==> src/rtl/nsc_pkg.sv <==
// nsc_pkg: shared constants, result type and a helper for the sentence checker
// used by nsc_core and nmea_sentence_checker; no dependencies
package nsc_pkg;

  // default header length in characters and its reset value ("$GTIMU")
  localparam int unsigned HEADER_LEN   = 6;
  localparam logic [63:0] HEADER_RESET = 64'h0000_2447_5449_4D55;

  // special characters
  localparam logic [7:0] CHAR_DOLLAR = 8'h24;
  localparam logic [7:0] CHAR_STAR   = 8'h2A;
  localparam logic [7:0] CHAR_COMMA  = 8'h2C;
  localparam logic [7:0] CHAR_ZERO   = 8'h30;
  localparam logic [7:0] CHAR_UPPER_A = 8'h41;

  // byte class codes
  localparam logic [1:0] CLASS_DATA     = 2'd0;
  localparam logic [1:0] CLASS_SEP      = 2'd1;
  localparam logic [1:0] CLASS_CHECKSUM = 2'd2;
  localparam logic [1:0] CLASS_TRAILER  = 2'd3;

  // one result item
  typedef struct packed {
    logic [7:0] echo_byte;
    logic [3:0] field_index;
    logic [1:0] byte_class;
    logic       frame_done;
    logic       header_ok;
    logic       checksum_ok;
    logic       frame_valid;
  } result_t;

  // uppercase hex character of a nibble
  function automatic logic [7:0] hex_digit(input logic [3:0] v);
    logic [7:0] r;
    if (v < 4'd10) begin
      r = CHAR_ZERO + {4'b0000, v};
    end else begin
      r = CHAR_UPPER_A + {4'b0000, v} - 8'd10;
    end
    return r;
  endfunction

endpackage

==> src/rtl/nsc_core.sv <==
// nsc_core: per-frame sentence state and the combinational step that classifies
// a character and updates header, xor and checksum tracking; uses nsc_pkg
module nsc_core #(
  parameter int unsigned HeaderLen = nsc_pkg::HEADER_LEN
) (
  input  logic                   clk_i,
  input  logic                   rst_ni,
  input  logic                   step_i,
  input  logic [7:0]             data_i,
  input  logic                   last_i,
  input  logic [8*HeaderLen-1:0] header_i,
  output nsc_pkg::result_t       result_o
);

  localparam int unsigned PosW = $clog2(HeaderLen + 1);

  // phase codes
  localparam logic [1:0] PhBefore = 2'd0;
  localparam logic [1:0] PhInside = 2'd1;
  localparam logic [1:0] PhAfter  = 2'd2;

  logic [1:0]      phase_q, phase_d;
  logic [7:0]      xor_q, xor_d;
  logic [PosW-1:0] pos_q, pos_d;
  logic            match_q, match_d;
  logic [3:0]      comma_q, comma_d;
  logic [7:0]      ch0_q, ch0_d, ch1_q, ch1_d;
  logic [2:0]      ast_cnt_q, ast_cnt_d;
  logic [7:0]      dl0_q, dl1_q;
  logic [1:0]      fill_q, fill_d;
  logic [1:0]      tail_q, tail_d;
  logic [1:0]      cls;
  logic [7:0]      want;
  logic [7:0]      ck;
  logic            hok, cok;

  // header byte expected at the current header position
  always_comb begin
    want = '0;
    for (int unsigned i = 0; i < HeaderLen; i++) begin
      if (pos_q == PosW'(i)) begin
        want = header_i[8*(HeaderLen-1-i) +: 8];
      end
    end
  end

  // class of the incoming character
  always_comb begin
    tail_d = tail_q;
    cls    = nsc_pkg::CLASS_TRAILER;
    if (tail_q == 2'd0) begin
      if (data_i == nsc_pkg::CHAR_STAR) begin
        cls    = nsc_pkg::CLASS_CHECKSUM;
        tail_d = 2'd1;
      end else if (data_i == nsc_pkg::CHAR_COMMA) begin
        cls = nsc_pkg::CLASS_SEP;
      end else begin
        cls = nsc_pkg::CLASS_DATA;
      end
    end else if (tail_q < 2'd3) begin
      cls    = nsc_pkg::CLASS_CHECKSUM;
      tail_d = tail_q + 2'd1;
    end
  end

  // comma counting, saturating
  assign comma_d = (data_i == nsc_pkg::CHAR_COMMA && comma_q != 4'hF) ? comma_q + 4'd1
                                                                       : comma_q;

  // check of the character two places back
  always_comb begin
    ck        = dl0_q;
    phase_d   = phase_q;
    xor_d     = xor_q;
    pos_d     = pos_q;
    match_d   = match_q;
    ch0_d     = ch0_q;
    ch1_d     = ch1_q;
    ast_cnt_d = ast_cnt_q;
    if (fill_q == 2'd2) begin
      if (pos_q < PosW'(HeaderLen)) begin
        if (ck != want) begin
          match_d = 1'b0;
        end
        pos_d = pos_q + 1'b1;
      end
      if (phase_q == PhAfter) begin
        if (ast_cnt_q == 3'd0) begin
          ch0_d = ck;
        end
        if (ast_cnt_q == 3'd1) begin
          ch1_d = ck;
        end
        if (ast_cnt_q != 3'd7) begin
          ast_cnt_d = ast_cnt_q + 3'd1;
        end
      end
      if (ck == nsc_pkg::CHAR_STAR) begin
        phase_d = PhAfter;
      end
      if (phase_d == PhInside) begin
        xor_d = xor_q ^ ck;
      end
      if (ck == nsc_pkg::CHAR_DOLLAR) begin
        phase_d = PhInside;
      end
    end
  end

  assign fill_d = (fill_q == 2'd2) ? 2'd2 : fill_q + 2'd1;

  // verdicts on the frame's last character
  assign hok = match_d && (pos_d >= PosW'(HeaderLen));
  assign cok = (ast_cnt_d == 3'd2) &&
               (ch0_d == nsc_pkg::hex_digit(xor_d[7:4])) &&
               (ch1_d == nsc_pkg::hex_digit(xor_d[3:0]));

  always_comb begin
    result_o.echo_byte   = data_i;
    result_o.field_index = comma_q;
    result_o.byte_class  = cls;
    result_o.frame_done  = last_i;
    result_o.header_ok   = last_i & hok;
    result_o.checksum_ok = last_i & cok;
    result_o.frame_valid = last_i & hok & cok;
  end

  // state update, cleared after each frame
  always_ff @(posedge clk_i or negedge rst_ni) begin
    if (!rst_ni) begin
      phase_q   <= PhBefore;
      xor_q     <= '0;
      pos_q     <= '0;
      match_q   <= 1'b1;
      comma_q   <= '0;
      ch0_q     <= '0;
      ch1_q     <= '0;
      ast_cnt_q <= '0;
      dl0_q     <= '0;
      dl1_q     <= '0;
      fill_q    <= '0;
      tail_q    <= '0;
    end else if (step_i) begin
      if (last_i) begin
        phase_q   <= PhBefore;
        xor_q     <= '0;
        pos_q     <= '0;
        match_q   <= 1'b1;
        comma_q   <= '0;
        ch0_q     <= '0;
        ch1_q     <= '0;
        ast_cnt_q <= '0;
        dl0_q     <= '0;
        dl1_q     <= '0;
        fill_q    <= '0;
        tail_q    <= '0;
      end else begin
        phase_q   <= phase_d;
        xor_q     <= xor_d;
        pos_q     <= pos_d;
        match_q   <= match_d;
        comma_q   <= comma_d;
        ch0_q     <= ch0_d;
        ch1_q     <= ch1_d;
        ast_cnt_q <= ast_cnt_d;
        dl0_q     <= dl1_q;
        dl1_q     <= data_i;
        fill_q    <= fill_d;
        tail_q    <= tail_d;
      end
    end
  end

endmodule

==> config.mk <==
export PLATFORM = sky130hd
export DESIGN_NAME = nsc_core
export DESIGN_NICKNAME = d
export VERILOG_FILES = /design/src/rtl/nsc_pkg.sv /design/src/rtl/nsc_core.sv
export SDC_FILE = /design/constraint.sdc
export NUM_CORES = 1
export LEC_CHECK = 0
export BUFFER_PORTS_ARGS = -buffer_cell sky130_fd_sc_hd__buf_4
export CORE_MARGIN = 5
export CORE_UTILIZATION = 55
export CTS_BUF_LIST = sky130_fd_sc_hd__clkbuf_4 sky130_fd_sc_hd__clkbuf_8
export CTS_CLUSTER_DIAMETER = 60
export DETAILED_ROUTE_END_ITERATION = 10
export GPL_TIMING_DRIVEN = 0
export PLACE_DENSITY_LB_ADDON = 0.12
export SLEW_MARGIN = 20
export SYNTH_ARGS = -nofsm -noshare
export SYNTH_HDL_FRONTEND = slang
export SYNTH_SLANG_ARGS = --single-unit
export TNS_END_PERCENT = 5
==> constraint.sdc <==
create_clock -name clk_i -period 3.6 [get_ports clk_i]
set_input_delay 0.36 -clock clk_i [delete_from_list [all_inputs] [get_ports clk_i]]
set_output_delay 0.36 -clock clk_i [all_outputs]
set_load 0.005 [all_outputs]
==> results of run 1 <==
[power by group]
group / internal (mW) / total [mW] / switching (mW) / leakage [nW]
Clock: 0.277 / 0.536 / 0.258 / 0.0891
Combinational: 0.555 / 1.19 / 0.630 / 1.46
Sequential: 0.694 / 0.741 / 0.0471 / 0.771
[per-stage QoR]
step | util | setup WS, ns | TNS (ns) | hold slack, ns | area (um^2)
floorplan | - | 0.430 | 0 | 0.0644 | 4180
global placement | 0.663 | -0.375 | -0.678 | 0.463 | 4860
detailed placement | 0.663 | -0.433 | -0.794 | 0.469 | 4860
CTS | 0.712 | 0.00566 | 0 | 0.102 | 5220
global route | 0.747 | -0.118 | -0.205 | 0.135 | 5470
finish | 0.747 | 0.0503 | 0 | 0.0675 | 5470
[state kept, by name, indices dropped and copies added (netlist names)]
| register | flops |
|---|---|
| fill_q | 2 |
| ch0_q | 8 |
| ck | 8 |
| xor_q | 8 |
| ast_cnt_q | 3 |
| phase_q | 2 |
| dl1_q | 8 |
| pos_q | 3 |
| ch1_q | 8 |
| comma_q | 4 |
| tail_q | 2 |
| match_q | 1 |
[critical path, cell delays in order, from the launching register on]
cell and delay [ns]:
dfrtp_1 0.42, ha_2 0.21, ha_4 0.16, or2_0 0.21, clkbuf_8 0.19, a221oi_4 0.22
a2bb2oi_2 0.18, xnor2_1 0.14, o2111ai_2 0.16, nor4_4 0.39, nand4b_1 0.20, a211oi_2 0.22
buf_4 0.14
[layout make-up]
class,count,area [um^2]
Multi-Input combinational cell,349,2730
Buffer,41,229
Sequential cell,57,1430
Clock buffer,12,153
Clock inverter,3,17.5
Timing Repair Buffer,89,668
Fill cell,534,1860
Tap cell,99,124
Inverter,34,128
[what timing repair did]
item,CTS,global route
resized for setup,29,40
setup buffers,3,11
endpoints found under the setup margin,3,3
gates cloned,0,0
hold buffers,0,0
pin swaps,5,14
[logic make-up (layout without fill, tap and decap cells)]
group / after synthesis / count (layout)
xor+xnor: 26 / 26
compound gates: 157 / 157
buf+inv: 76 / 179
mux: 9 / 9
simple gates: 143 / 143
flops: 57 / 57
fa+ha+maj: 14 / 14
[how the worst max path moves through the flow]
stage | startpoint | endpoint | slack, ns
after floorplan | pos_q[2] | result_o[0] | 0.43
after global placement | pos_q[2] | result_o[0] | -0.37
after detailed placement | pos_q[2] | result_o[0] | -0.43
after CTS | pos_q[0] | result_o[0] | 0.006
after global routing | pos_q[1] | result_o[0] | -0.12
final | pos_q[1] | result_o[0] | 0.05
[layer usage]
layer / GRT usage / vias up
met5: 0 / -
met4: 0.111 / 0
met3: 0.0488 / 39
met2: 0.434 / 227
met1: 0.347 / 2055
li1: - / 1969
[cell usage in the layout (no fill, tap or decap), drive strengths merged, types with 19 or more instances in the layout]
| cell type | count |
|---|---|
| buf | 105 |
| nand2 | 49 |
| a21oi | 26 |
| dfrtp | 56 |
| o2bb2ai | 24 |
| clkbuf | 37 |
| o21ai | 26 |
| inv | 33 |
| xnor2 | 19 |
==> results.cfg, run 1 <==
[worst_setup_path]
cp_max_fo = 8
r2r-end = match_q
endpoint_kind = output port
startpoint_type = flop
crit_type = reg -> out
r2r_start = pos_q[1]
critPathRequiredTime_ns = 3.24
r2r_slack_ns = 0.94
cp.arrival_ns = 3.19
rr_worst_depth = 12

[synthesis]
avgSynthCellArea_um2 = 8.66
synth_seq_cells = 57
synth-edff-count = 0
synth_fa_ha_area_frac = 0.0420
yosys.area_share.simple = 0.192
yosys.area_share.xor_xnor = 0.0563
netlist_top_cells_count = 56 x dfrtp_1, 49 x nand2_1, 33 x inv_1
synth_cell_types = 67
synth_compound_area_frac = 0.266
synth_cells = 482
yosysMostFrequentCell = dfrtp_1
syn_area_mm2 = 0.00418
syn_nets = 556
synth.area.top_cells = dfrtp_1 34%, o2bb2ai_1 5.0%, nand2_1 4.4%, ha_1 4.2%, xnor2_1 3.8%
synthArstFlopShare = 1.00
synth_ff_type = dfrtp_1
yosysWarnings = 0
synth_top_family_by_area = compound AO/OA/AOI/OAI gates
synth_top_cell_by_area = dfrtp_1
synth_top_area_share = 0.336
synth_mux_area_frac = 0.0231
yosysSeqAreaShare = 0.342

[die]
start_util = 0.570
ios = 78
placementRows = 31
dieArea_mm2 = 0.00943
die_h_um = 97.1
coreArea_mm2 = 0.00733
die_x_um = 97.1

[clock_tree]
cts-htree-levels = 3
cts_num_sinks = 57
clockBufferDepth = 2
insertion_delay_ns = 0.35
root_buffer = clkbuf_8
cts_buffers = 9
cts_tree = built
clkTransAtPathRegs_ns = 0.07

[hold_path]
hold_class = in -> async

[route]
drtIter0Drc = 339
first_pass_iters = 5
routed_wl_mm = 13.0
vias = 4290
drc_errors = 0
avgViaCountPerCell = 6.27
topRoutingLayerUsed = met4
routed-wl-met3_mm = 1.02
drt-met1-wl_mm = 5.39
antenna_left = 0
wl_met2_mm = 6.19
wl_per_cell_um = 19.0

[timing]
rsz0062_at_grt = yes
max_freq_ghz = 0.282
setup_viol = 0
period_share = 0.986
skew_ns = 0.00738
relSlewSlack = 0.504
fin_crit_ns = 3.55
hold_viol = 0
slew_violations = 0
worst_pin_slew_ns = 0.744

[cells_and_area]
n_antenna_cell = 0
nets = 655
drive_gt1_frac = 0.301
syn_to_final_growth_pct = 31.1
instances_no_fill = 684

[grt]
antenna_found_initial = 0
grtUsageTotal = 0.266
grt_pass1_vias = 4158
grt_pass1_wl_mm = 20.5
grt_overflow = 0
grt_max_degree = 58

[job]
maxCapViolations = 0

[pwr]
powerDensity_mw_per_mm2 = 450
leakage_nw = 2.32
total_power_mw = 2.46
irDropWorstVdd_mv = 0.282

[placement]
place_congestion = 0.883
dp_hpwl_mm = 8.90
place.port_buffers = 75
place_inst = 656

[outcome]
status = complete, no violations
Power figures use the tool's default switching activity.
==> inputs of run 2 (changes only) <==
--- a/config.mk
+++ b/config.mk
@@ -7,7 +7,7 @@
 export LEC_CHECK = 0
 export BUFFER_PORTS_ARGS = -buffer_cell sky130_fd_sc_hd__buf_4
 export CORE_MARGIN = 5
-export CORE_UTILIZATION = 55
+export CORE_UTILIZATION = 63
 export CTS_BUF_LIST = sky130_fd_sc_hd__clkbuf_4 sky130_fd_sc_hd__clkbuf_8
 export CTS_CLUSTER_DIAMETER = 60
 export DETAILED_ROUTE_END_ITERATION = 10
==> constraint.sdc (replaced) <==
create_clock -name clk_i -period 4.1 [get_ports clk_i]
set_input_delay 0.41 -clock clk_i [delete_from_list [all_inputs] [get_ports clk_i]]
set_output_delay 0.41 -clock clk_i [all_outputs]
set_load 0.005 [all_outputs]
==> run 2 against run 1 <==
Sequential power fell by 13%. Utilization rose by 4.6 points. Wire length fell by 3.8%. Cell count fell by 5.0%. Flip-flop and latch count did not move. Non-clock buffer count fell by 13. Combinational power fell by 28%. First-iteration DRC count rose by 40%. Largest power group unchanged. Highest routed layer unchanged.
==> results.cfg, run 2 (same netlist as run 1, synthesis figures left out) <==
[clock_tree]
clockBufferDepth = 2
insertion_delay_ns = 0.35
clkTransAtPathRegs_ns = 0.08
cts_num_sinks = 57
cts-htree-levels = 3
cts_buffers = 9
postCtsHoldBufs = 0
cts_setup_buffers = 0
root_buffer = clkbuf_8
cts_tree = built

[timing]
max_freq_ghz = 0.256
fin_crit_ns = 3.90
period_share = 0.952
setup_viol = 0
skew_ns = 0.0123
worst_pin_slew_ns = 0.723
fin_tns_setup_ns = 0
relSlewSlack = 0.518
slew_violations = 0
hold_viol = 0
whs_ns = 0.105

[cells_and_area]
layout_commonest_cell = buf_4
n_antenna_cell = 0
nets = 642
instances_no_fill = 650
final_util = 0.793
n_fill_cell = 438
layout_common_cells = 84 x buf_4, 56 x dfrtp_1, 49 x nand2_1
drive_gt1_frac = 0.232
syn_to_final_growth_pct = 21.2

[worst_setup_path]
startpoint_type = flop
cp_max_fo = 10
cp.arrival_ns = 3.49
crit_type = reg -> out
critPathRequiredTime_ns = 3.69
endpoint_kind = output port

[route]
first_pass_iters = 5
drc_errors = 0
drtIter0Drc = 475
routed_wl_mm = 12.5
vias = 4210
avgViaCountPerCell = 6.48
antenna_left = 0
wl_per_cell_um = 19.2

[placement]
place_inst = 634
place.port_buffers = 75
place_congestion = 0.925
dp_hpwl_mm = 9.04

[outcome]
status = complete, no violations

[grt]
grt_pass1_wl_mm = 20.4
grt_overflow = 0
grtUsageTotal = 0.300
grt_max_degree = 58
antenna_found_initial = 0
grt_pass1_vias = 4009

[pwr]
total_power_mw = 1.96
leakage_nw = 2.20
irDropWorstVdd_mv = 0.313
powerDensity_mw_per_mm2 = 387

[die]
dieArea_mm2 = 0.00836
start_util = 0.654
die_h_um = 91.4
die_x_um = 91.4
coreArea_mm2 = 0.00639
placementRows = 29
ios = 78

[job]
maxCapViolations = 0

[hold_path]
hold_class = in -> async
==> run 2: metal layers <==
metal  track usage  vias to the layer above  share of wire
met3        0.0860                       29           0.11
met4         0.114                        0          0.026
li1              -                     1943              -
met2         0.456                      239           0.46
met1         0.405                     1999           0.41
met5             0                        -              0
==> run 2: report_power, final <==
| group | total [mW] | internal, mW | leakage (nW) | switching, mW |
|---|---|---|---|---|
| clock | 0.460 | 0.221 | 0.0852 | 0.239 |
| sequential | 0.646 | 0.609 | 0.774 | 0.0374 |
| combinational | 0.852 | 0.374 | 1.35 | 0.478 |
==> run 2: path summary, 6_finish.rpt <==
kind,start,to,slack [ns],cells past startpoint
max,pos_q[2],result_o[0],0.20,14
min,rst_ni,ch1_q[1],0.11,1
max reg2reg,pos_q[2],match_q,1.22,13
min reg2reg,match_q,match_q,0.50,2
max in group asynchronous,rst_ni,comma_q[2],3.49,1
min in group clk_i,data_i[3],dl1_q[3],0.33,3
==> run 2: final cells by class <==
class                   count  area, um^2  share of cell area
multi-input cells         349        2480               0.489
clock buffers              10         131              0.0260
flip-flops and latches     57        1430               0.282
clock inverters             6        35.0             0.00692
plain buffers              42         203              0.0400
well taps                  77        96.3              0.0190
repair buffers             75         563               0.111
inverters                  34         128              0.0252
==> run 2: worst max-delay path: stages (launching register included) <==
cell and delay, ns:
dfrtp_1 0.35, buf_2 0.22, inv_1 0.12, ha_1 0.20, buf_2 0.17, or2_0 0.21, clkbuf_2 0.19, a221oi_1 0.28
a2bb2oi_1 0.27, xnor2_1 0.15, o2111ai_1 0.17, nor4_4 0.24, nand4b_1 0.19, a211oi_2 0.24, buf_4 0.14
==> run 2: what timing repair did <==
action                     4_1_cts  5_1_grt
pin swaps                        0        1
setup endpoints to repair        2        3
gates resized for setup          2       12
==> run 2: stage by stage <==
step | setup slack [ns] | area (um^2)
final | 0.196 | 5060
after detailed placement | 0.112 | 4830
after global routing | -0.0194 | 5060
after floorplan | 0.880 | 4180
after CTS | 0.0130 | 5010
after global placement | 0.106 | 4830
